### config.mk
export PLATFORM = sky130hd
export DESIGN_NAME = address_userinfo_classifier_flat
export DESIGN_NICKNAME = d
export VERILOG_FILES = /design/src/sv/auc_pkg.sv /design/src/sv/auc_if.sv /design/src/sv/address_userinfo_classifier.sv /design/src/flat_wrapper.sv
export SDC_FILE = /design/constraint.sdc
export NUM_CORES = 1
export LEC_CHECK = 0
export BUFFER_PORTS_ARGS = -buffer_cell sky130_fd_sc_hd__buf_2
export CAP_MARGIN = 20
export CORE_UTILIZATION = 40
export CTS_BUF_LIST = sky130_fd_sc_hd__clkbuf_2
export DETAILED_ROUTE_END_ITERATION = 7
export GPL_TIMING_DRIVEN = 0
export PLACE_DENSITY = 0.68
export SETUP_SLACK_MARGIN = 0.15
export SYNTH_ARGS = -nofsm -noshare
export SYNTH_HDL_FRONTEND = slang
export SYNTH_SLANG_ARGS = --single-unit
### constraint.sdc
create_clock -name clk -period 3.2 [get_ports clk]
set_clock_uncertainty 0.1 [all_clocks]
set_input_delay 0.64 -clock clk [delete_from_list [all_inputs] [get_ports clk]]
set_output_delay 0.64 -clock clk [all_outputs]
set_load 0.005 [all_outputs]
### src/sv/auc_pkg.sv
// Package for the address user-info classifier.
// Transaction types, hint and scheme codes, fixed lengths. No dependencies.
package auc_pkg;

  localparam int MAX_TEXT_LEN_DEF = 45;
  localparam int HASH_LEN         = 40;
  localparam int MIN_TEXT_LEN     = 3;
  localparam int CNT_W            = 6;

  localparam logic [1:0] SCHEME_OTHER = 2'd0;
  localparam logic [1:0] SCHEME_SIP   = 2'd1;
  localparam logic [1:0] SCHEME_HASH  = 2'd2;

  localparam logic [2:0] HINT_SIP_OTHER = 3'd0;
  localparam logic [2:0] HINT_SIP_HOST  = 3'd1;
  localparam logic [2:0] HINT_ID_HASH   = 3'd2;
  localparam logic [2:0] HINT_ID_USER   = 3'd3;
  localparam logic [2:0] HINT_IP        = 3'd4;

  typedef struct packed {
    logic [7:0] char_byte;
    logic       has_byte;
    logic       end_of_string;
    logic [1:0] scheme_kind;
    logic       has_at;
  } in_item_t;

  typedef struct packed {
    logic [2:0] hint;
    logic       is_ip;
    logic       is_hash;
  } out_item_t;

endpackage

### src/sv/auc_if.sv
// Valid/ready channel interfaces for the classifier.
// Depends on auc_pkg for the transaction types.
interface auc_in_if;
  import auc_pkg::*;
  logic     valid;
  logic     ready;
  in_item_t data;
  modport source (output valid, output data, input ready);
  modport sink   (input valid, input data, output ready);
endinterface

interface auc_out_if;
  import auc_pkg::*;
  logic      valid;
  logic      ready;
  out_item_t data;
  modport source (output valid, output data, input ready);
  modport sink   (input valid, input data, output ready);
endinterface

### src/sv/address_userinfo_classifier.sv
// Address user-info classifier, top level: byte scan and end-of-string verdict.
// Depends on auc_pkg and the channel interfaces in auc_if.sv.
//
// channel   dir  payload                                            handshake
// in_ch     in   char_byte has_byte end_of_string scheme_kind has_at valid/ready
// out_ch    out  hint is_ip is_hash                                 valid/ready
//
// One transaction per cycle while the result register is empty or being drained; a verdict
// appears in the cycle after its end-of-string transaction is taken, from the result register.
// The input is taken whenever the result register is empty or being drained.
// rst_n (synchronous) clears the scan state and the result valid.
// A stalled output holds its result and stalls the input only while full.
module address_userinfo_classifier #(
  parameter int MAX_TEXT_LEN = auc_pkg::MAX_TEXT_LEN_DEF
) (
  input logic      clk,
  input logic      rst_n,
  auc_in_if.sink   in_ch,
  auc_out_if.source out_ch
);
  import auc_pkg::*;

  localparam int LEN_W = $clog2(MAX_TEXT_LEN + 2);
  localparam logic [LEN_W-1:0] LEN_MAX  = LEN_W'(MAX_TEXT_LEN);
  localparam logic [LEN_W-1:0] LEN_TOP  = LEN_W'(MAX_TEXT_LEN + 1);
  localparam logic [LEN_W-1:0] LEN_MIN  = LEN_W'(MIN_TEXT_LEN);
  localparam logic [LEN_W-1:0] LEN_HASH = LEN_W'(HASH_LEN);
  localparam logic [CNT_W-1:0] CNT_TOP  = '1;

  logic [LEN_W-1:0] len_r, len_nxt;
  logic [CNT_W-1:0] dot_r, dot_nxt, col_r, col_nxt, run_r, run_nxt;
  logic             nohex_r, nohex_nxt, hbrk_r, hbrk_nxt, fail_r, fail_nxt;
  logic             out_valid_r;
  out_item_t        out_data_r, res;

  logic [LEN_W-1:0] len_b;
  logic [CNT_W-1:0] dot_b, col_b, run_b;
  logic             nohex_b, hbrk_b, fail_b;
  logic             in_fire, ip_core, ip, hash;
  logic [7:0]       c;
  in_item_t         it;

  assign it       = in_ch.data;
  assign c        = it.char_byte;
  assign in_ch.ready = !out_valid_r || out_ch.ready;
  assign in_fire  = in_ch.valid && in_ch.ready;

  always_comb begin
    len_b   = len_r;
    dot_b   = dot_r;
    col_b   = col_r;
    run_b   = run_r;
    nohex_b = nohex_r;
    hbrk_b  = hbrk_r;
    fail_b  = fail_r;
    if (it.has_byte) begin
      len_b = (len_r < LEN_TOP) ? len_r + 1'b1 : LEN_TOP;
      if (!fail_r) begin
        if (c == 8'h2E) begin
          hbrk_b = 1'b1;
          run_b  = '0;
          dot_b  = (dot_r < CNT_TOP) ? dot_r + 1'b1 : CNT_TOP;
        end else if (c >= 8'h30 && c <= 8'h39) begin
          run_b = (run_r < CNT_TOP) ? run_r + 1'b1 : CNT_TOP;
          if (run_b > CNT_W'(3) && dot_r != '0) fail_b = 1'b1;
        end else if (c == 8'h3A) begin
          hbrk_b  = 1'b1;
          col_b   = (col_r < CNT_TOP) ? col_r + 1'b1 : CNT_TOP;
          nohex_b = 1'b0;
        end else if ((c >= 8'h41 && c <= 8'h46) || (c >= 8'h61 && c <= 8'h66)) begin
          nohex_b = 1'b0;
        end else begin
          hbrk_b = 1'b1;
          fail_b = 1'b1;
        end
      end
    end

    hash    = (len_b == LEN_HASH) && !hbrk_b;
    ip_core = (nohex_b && dot_b == CNT_W'(3) && run_b < CNT_W'(4)) !=
              (col_b > CNT_W'(1) && dot_b == '0);
    if (len_b < LEN_MIN || len_b > LEN_MAX) ip = 1'b0;
    else if (it.scheme_kind == SCHEME_HASH && len_b != LEN_HASH) ip = 1'b0;
    else if (fail_b) ip = 1'b0;
    else ip = ip_core;

    res.is_ip   = ip;
    res.is_hash = hash;
    if (ip) res.hint = HINT_IP;
    else if (hash) res.hint = HINT_ID_HASH;
    else if (it.scheme_kind == SCHEME_HASH) res.hint = HINT_ID_USER;
    else if (it.scheme_kind == SCHEME_SIP && it.has_at) res.hint = HINT_SIP_HOST;
    else res.hint = HINT_SIP_OTHER;

    if (it.end_of_string) begin
      len_nxt   = '0;
      dot_nxt   = '0;
      col_nxt   = '0;
      run_nxt   = '0;
      nohex_nxt = 1'b1;
      hbrk_nxt  = 1'b0;
      fail_nxt  = 1'b0;
    end else begin
      len_nxt   = len_b;
      dot_nxt   = dot_b;
      col_nxt   = col_b;
      run_nxt   = run_b;
      nohex_nxt = nohex_b;
      hbrk_nxt  = hbrk_b;
      fail_nxt  = fail_b;
    end
  end

  always_ff @(posedge clk) begin
    if (!rst_n) begin
      len_r       <= '0;
      dot_r       <= '0;
      col_r       <= '0;
      run_r       <= '0;
      nohex_r     <= 1'b1;
      hbrk_r      <= 1'b0;
      fail_r      <= 1'b0;
      out_valid_r <= 1'b0;
    end else begin
      if (in_fire) begin
        len_r   <= len_nxt;
        dot_r   <= dot_nxt;
        col_r   <= col_nxt;
        run_r   <= run_nxt;
        nohex_r <= nohex_nxt;
        hbrk_r  <= hbrk_nxt;
        fail_r  <= fail_nxt;
      end
      if (in_fire && it.end_of_string) out_valid_r <= 1'b1;
      else if (out_ch.ready) out_valid_r <= 1'b0;
    end
  end

  always_ff @(posedge clk) begin
    if (in_fire && it.end_of_string) out_data_r <= res;
  end

  assign out_ch.valid = out_valid_r;
  assign out_ch.data  = out_data_r;

  a_ip_hint: assert property (@(posedge clk) disable iff (!rst_n)
    out_valid_r |-> (out_data_r.is_ip == (out_data_r.hint == HINT_IP)))
    else $error("is_ip and ip hint disagree");

  a_hash_hint: assert property (@(posedge clk) disable iff (!rst_n)
    (out_valid_r && out_data_r.is_hash && !out_data_r.is_ip)
      |-> (out_data_r.hint == HINT_ID_HASH))
    else $error("hash result without hash hint");

  a_clear_at_end: assert property (@(posedge clk) disable iff (!rst_n)
    (in_fire && it.end_of_string)
      |=> (len_r == '0 && !fail_r && !hbrk_r && nohex_r))
    else $error("scan state not cleared after end of string");

  a_len_sat: assert property (@(posedge clk) disable iff (!rst_n)
    len_r <= LEN_TOP)
    else $error("length count beyond saturation");

endmodule

### src/flat_wrapper.sv
// flat-port wrapper written by rule: the top's interface ports become plain ports
module address_userinfo_classifier_flat import auc_pkg::*;
#(
  parameter int MAX_TEXT_LEN = auc_pkg::MAX_TEXT_LEN_DEF
)
  (clk, rst_n, in_ch_valid, in_ch_data, in_ch_ready, out_ch_valid, out_ch_data, out_ch_ready);
  auc_in_if in_ch_i ();
  auc_out_if out_ch_i ();
  input logic clk;
  input logic rst_n;
  input wire logic [$bits(in_ch_i.valid)-1:0] in_ch_valid;
  input wire logic [$bits(in_ch_i.data)-1:0] in_ch_data;
  output wire logic [$bits(in_ch_i.ready)-1:0] in_ch_ready;
  output wire logic [$bits(out_ch_i.valid)-1:0] out_ch_valid;
  output wire logic [$bits(out_ch_i.data)-1:0] out_ch_data;
  input wire logic [$bits(out_ch_i.ready)-1:0] out_ch_ready;
  assign in_ch_i.valid = in_ch_valid;
  assign in_ch_i.data = in_ch_data;
  assign in_ch_ready = in_ch_i.ready;
  assign out_ch_valid = out_ch_i.valid;
  assign out_ch_data = out_ch_i.data;
  assign out_ch_i.ready = out_ch_ready;
  address_userinfo_classifier #(.MAX_TEXT_LEN(MAX_TEXT_LEN)) u_core (.clk(clk), .rst_n(rst_n), .in_ch(in_ch_i), .out_ch(out_ch_i));
endmodule
# == Word-level counts from Yosys, hierarchy flattened ==
# Index checks and enable logic that the tools add are counted.
# word_totals
register_bits,33
in_bits,17
output_inout_bits,7
elab_cells,111
# classes
add_sub_neg,4
magnitude_cmp,15
eq_ne,8
n_mux,51
n_reduce_logical,21
# op_table
op,count
6-bit two-way mux,21
1-bit two-way mux,28
6-bit by 1-bit adder with 6-bit output (second input constant),4
6-bit < comparator (second input constant),4
8-bit by 6-bit equality test with 1-bit output (second input constant),2
8-bit by 7-bit greater-or-equal comparator with 1-bit output (second input constant),2
8-bit by 7-bit less-or-equal comparator with 1-bit output (second input constant),2
1-bit logical AND,12
8-bit by 6-bit greater-or-equal comparator with 1-bit output (second input constant),1
8-bit by 6-bit less-or-equal comparator with 1-bit output (second input constant),1
6-bit by 2-bit equality test with 1-bit output (second input constant),1
6-bit equality test (second input constant),1
6-bit by 1-bit > comparator with 1-bit output (second input constant),1
6-bit by 2-bit > comparator with 1-bit output (second input constant),1
6-bit > comparator (second input constant),1
6-bit logical NOT,1
6-bit by 2-bit < comparator with 1-bit output (second input constant),1
6-bit by 3-bit < comparator with 1-bit output (second input constant),1
3-bit two-way mux,2
6-bit != test (second input constant),1
6-bit nonzero test,1
1-bit logical OR,3
2-bit by 1-bit equality test with 1-bit output (second input constant),1
2-bit equality test (second input constant),1
other kinds (4),5

# == Logic depth before layout (Yosys ltp) ==
# depth
depth_word,16
depth_mapped,9
depth_no_buf,8

# == Worst setup path after synthesis ==
# Ideal clock, no wire load.
# synth_path
path_type,input-to-reg
from,input port in_ch_data[9]
to,"register u_core.out_data_r, in the netlist u_core.out_ch.data[2] (data pin)"
setup_time_ps,272
arrival_time_ps,2656
required_ps,2828
path_slack_ps,172
cell_stages,7
path_buffers,0
path_cell_list,or4b_1 nor4_1 mux2_1 a211oi_1 o211ai_2 a2111oi_4 a211oi_1
# synth_via
elab_chain_len,16
elab_cells_between_ends,56
cone_classes,8 x order compare; 4 x eq/ne; 33 x mux; 11 x reduce/logical
# synth_rtl
element,line_no,text
"start, declared",flat_wrapper.sv:12,input wire logic [$bits(in_ch_i.data)-1:0] in_ch_data;
branches (longest 12 deep; another with 8-bit by 6-bit greater-or-equal comparator with 1-bit output),n/a,
1-bit two-way mux (*),address_userinfo_classifier.sv:84,else if (fail_b) ip = 1'b0;
1-bit two-way mux (*),address_userinfo_classifier.sv:83,else if (it.scheme_kind == SCHEME_HASH && len_b != LEN_HASH) ip = 1'b0;
1-bit two-way mux (*),address_userinfo_classifier.sv:82,if (len_b < LEN_MIN || len_b > LEN_MAX) ip = 1'b0;
named net u_core.ip,address_userinfo_classifier.sv:39,"logic in_fire, ip_core, ip, hash;"
2-bit OR reduction (no line) (*),n/a,
"end signal, assigned",address_userinfo_classifier.sv:140,if (in_fire && it.end_of_string) out_data_r <= res;
"end, declared",address_userinfo_classifier.sv:34,"out_item_t out_data_r, res;"
# Mark *: on every way through the listed nets, which the timed path passes.
# A chain may end at the register's enable or synchronous reset.

# == Worst setup path after layout ==
# Ends and elaborated chain as after synthesis.

==> summary.md <==
| Metric | Value |
|---|---|
| First-pass GRT wire length | `10900 um` |
| Htree depth | `2` |
| Mux contribution to synthesized area | `3.75%` |
| I/O pin cnt | `24` |
| Ant diodes | `0` |
| Synth top cells by count | `30 x nand2_1, 28 x dfxtp_1, 22 x o21ai_0` |
| Antenna-violating nets left | `0` |
| Clk_lat worst skew | `390 ps` |
| DRT Pass-1 Iters | `5` |
| Worst VDD drop | `0.125 mV` |
| Fin. max-slew vios | `0` |
| Chip width | `81.1 um` |
| Ys async rst share | `0%` |
| Largest net degree at the start of global routing | `11` |
| Finished Cell Area | `2760 um2` |
| Syn_area_per_cell | `8.10 um2` |
| Hold WS | `407 ps` |
| Fraction of layout cells with a size suffix above 1 | `16.2%` |
| Row Count | `28` |
| Post-synth EDFFs | `5` |
| Startpoint class of the critical path | `input port` |
| Final hold vios | `0` |
| PortBufs | `22` |
| Grt ovf | `0` |
| Synth Area in XOR/XNOR | `0.700%` |
| Cell taking the most area after synthesis | `dfxtp_1` |
| DR DRC count | `0` |
| Antenna violations before repair | `0` |
| Worst Hold Path EP | `u_core.hbrk_r$_SDFFE_PN0P_` |
| Synthesized-area fraction occupied by and/or/nand/nor cells | `33.2%` |
| WL/cell | `16.4 um` |
| # setup viols final | `0` |
| Status | `complete, no violations` |
| Period utilization | `92.8%` |
| Most numerous cell in the Yosys netlist | `nand2_1` |
| Seq cells post-synth | `33` |
| Clk sink count | `33` |
| Max cap viols | `0` |
| Setup crit end kind | `flop` |
| Finished Layout Cells | `414` |
| Top post-synthesis cells by area | `dfxtp_1 22%, edfxtp_1 6.0%, nand2_1 4.5%, o21ai_0 4.4%, a21oi_1 3.6%` |
| Hold_sp | `u_core.hbrk_r$_SDFFE_PN0P_` |
| Total power after layout | `0.744 mW` |
| R2r worst-path depth | `8` |
| Hold crit path type | `reg2reg` |
| DP HPWL | `4930 um` |
| Initial core utilization | `41.8%` |
| Minimum clock period | `2970 ps` |
| Cell count after placement | `406` |
| Post-synth cell types | `65` |
| Rel. slew slack | `51.0%` |
| TritonCTS clock tree | `done` |
| YS warnings | `0` |
| Final Wtd Congestion | `0.921` |
| Pwr Density | `270 nW/um2` |
| Compound-Gate Fraction of Synth Area | `26.6%` |
| Area share of the leading cell type in the synthesized netlist | `22.4%` |
| Kind of critical path | `in2reg` |
| Crit Path Max Fanout | `5` |
| Max Buffers Root-to-Sink | `2` |
| Total CTS buffers | `5` |
| GR Util All Layers | `21.8%` |
| Syn nets | `331` |
| Die H | `81.1 um` |
| Worst r2r dst | `u_core.out_ch.data[2]$_SDFFCE_PP0P_` |
| Fmax | `0.337 GHz` |
| RSZ-0062 raised after global routing | `false` |
| Critical Path AT | `3010 ps` |
| Core area | `5990 um2` |
| Root Buffer | `clkbuf_2` |
| R2r startpoint | `u_core.dot_r[1]$_SDFFE_PN0P_` |
| Worst EP required | `3240 ps` |
| Fin nets | `360` |
| Mapped cell area | `2500 um2` |
| Vias in the first global route | `2244` |
| Synth Area in Adders | `2.50%` |
| Seq/Total Area, Yosys | `28.4%` |
| Top_reg_cell synth | `dfxtp_1` |
| Slew at the pin with the worst max-slew slack | `733 ps` |
| CTS clk-pin slew, worst paths | `170 ps` |
| Die Footprint | `6580 um2` |
| Total wire length | `6800 um` |
| Area after DPL | `2710 um2` |
| Setup slack, reg-to-reg | `260 ps` |
| Synthesized instance count | `309` |
| Main combinational cell family by area after synthesis | `simple AND/OR/NAND/NOR gates` |
| P&R area growth vs syn | `10.2%` |
| Via-per-instance ratio | `6.13` |
| WHS Path Cells | `2` |
| Drt initial violations | `114` |
| Vias | `2539` |
| Pleak | `0.994 nW` |
-- per-stage QoR --
stage | util, % | setup TNS [ps] | setup WS (ps)
3_3_place_gp | 45.2 | -781 | -268
2_1_floorplan | - | 0 | 172
4_1_cts | 46.0 | 0 | 229
3_5_place_dp | 45.2 | -1050 | -352
5_1_grt | 46.1 | 0 | 177
6_report | 46.1 | 0 | 230
-- registers in the layout, summed over array words and instances, names as in the netlist --
name,flops
u_core.col_r,6
u_core.dot_r,6
u_core.fail_r,1
u_core.run_r,6
u_core.len_r,6
u_core.nohex_r,1
u_core.out_ch.data,5
u_core.hbrk_r,1
u_core.out_ch.valid,1
-- where the power goes --
group,internal [mW],switching (mW)
Combinational,0.0369,0.0676
Clock,0.0585,0.150
Sequential,0.427,0.00390
Total,0.522,0.222
-- how the worst max path moves through the flow --
| stage | start | to | slack, ps | cells past startpoint |
|---|---|---|---|---|
| floorplan | in_ch_data[9] | u_core.out_ch.data[2]$_SDFFCE_PP0P_ | 170 | 7 |
| global placement | in_ch_data[9] | u_core.out_ch.data[2]$_SDFFCE_PP0P_ | -270 | 8 |
| detailed placement | in_ch_data[9] | u_core.out_ch.data[2]$_SDFFCE_PP0P_ | -350 | 8 |
| CTS | in_ch_data[9] | u_core.out_ch.data[2]$_SDFFCE_PP0P_ | 230 | 8 |
| global route | u_core.dot_r[1]$_SDFFE_PN0P_ | u_core.out_ch.data[2]$_SDFFCE_PP0P_ | 180 | 8 |
| finish | in_ch_data[9] | u_core.out_ch.data[2]$_SDFFCE_PP0P_ | 230 | 8 |
-- layout make-up --
class	instances	area [um2]
buffer	17	91.3
clock buffer	7	35.0
clock inverter	1	3.75
fill	604	3230
inverter	8	30.0
multi-input combinational	251	1680
sequential	33	712
tap	75	93.8
timing repair buffer	22	110
-- critical path, stage by stage --
cell and delay, ps:
buf_2 130, or4b_1 610, nor4_2 300, mux2_1 390, a211oi_2 270, o211ai_2 150
a2111oi_4 430, a211oi_1 100
-- cells by family after synthesis --
logic type | count (synthesis)
AOI/OAI and AO/OA | 94
buffers and inverters | 25
adders and majority gates | 5
xor gates and xnor gates | 2
muxes | 9
DFF | 33
and+or+nand+nor | 141
-- what timing repair did --
action                                 CTS  global route
setup endpoints to repair                2             1
hold buffers                             0             0
endpoints found under the hold margin    0             0
setup buffers                            0             0
resized for setup                        2             1
-- cells in the final DEF, fill, tap and decap left out, drive strengths merged, types with 3 or more instances in the layout --
cell type and count:
nand2b 8, nand2 31, inv 8, and4 3, clkbuf 18, nor2 20, nor2b 6, a31oi 7
o221a 4, dfxtp 28, and3 7, nor4b 3, a211oi 4, a21oi 18, a21boi 8, and4b 3
buf 28, nor3 14, edfxtp 5, ha 5, mux2 3, nand3 9, or3 3, o21ai 22
o2111ai 3, mux2i 6, nor4 6, and2 13, o21a 3, o211ai 7, nand4 9
-- metal layers --
layer / wire length [um] / track usage, %
met4: 192 / 9.11
met1: 3160 / 28.7
met5: 0 / 0
met2: 3140 / 35.0
met3: 301 / 3.37
Note: power is estimated with default switching activity, not from simulation.
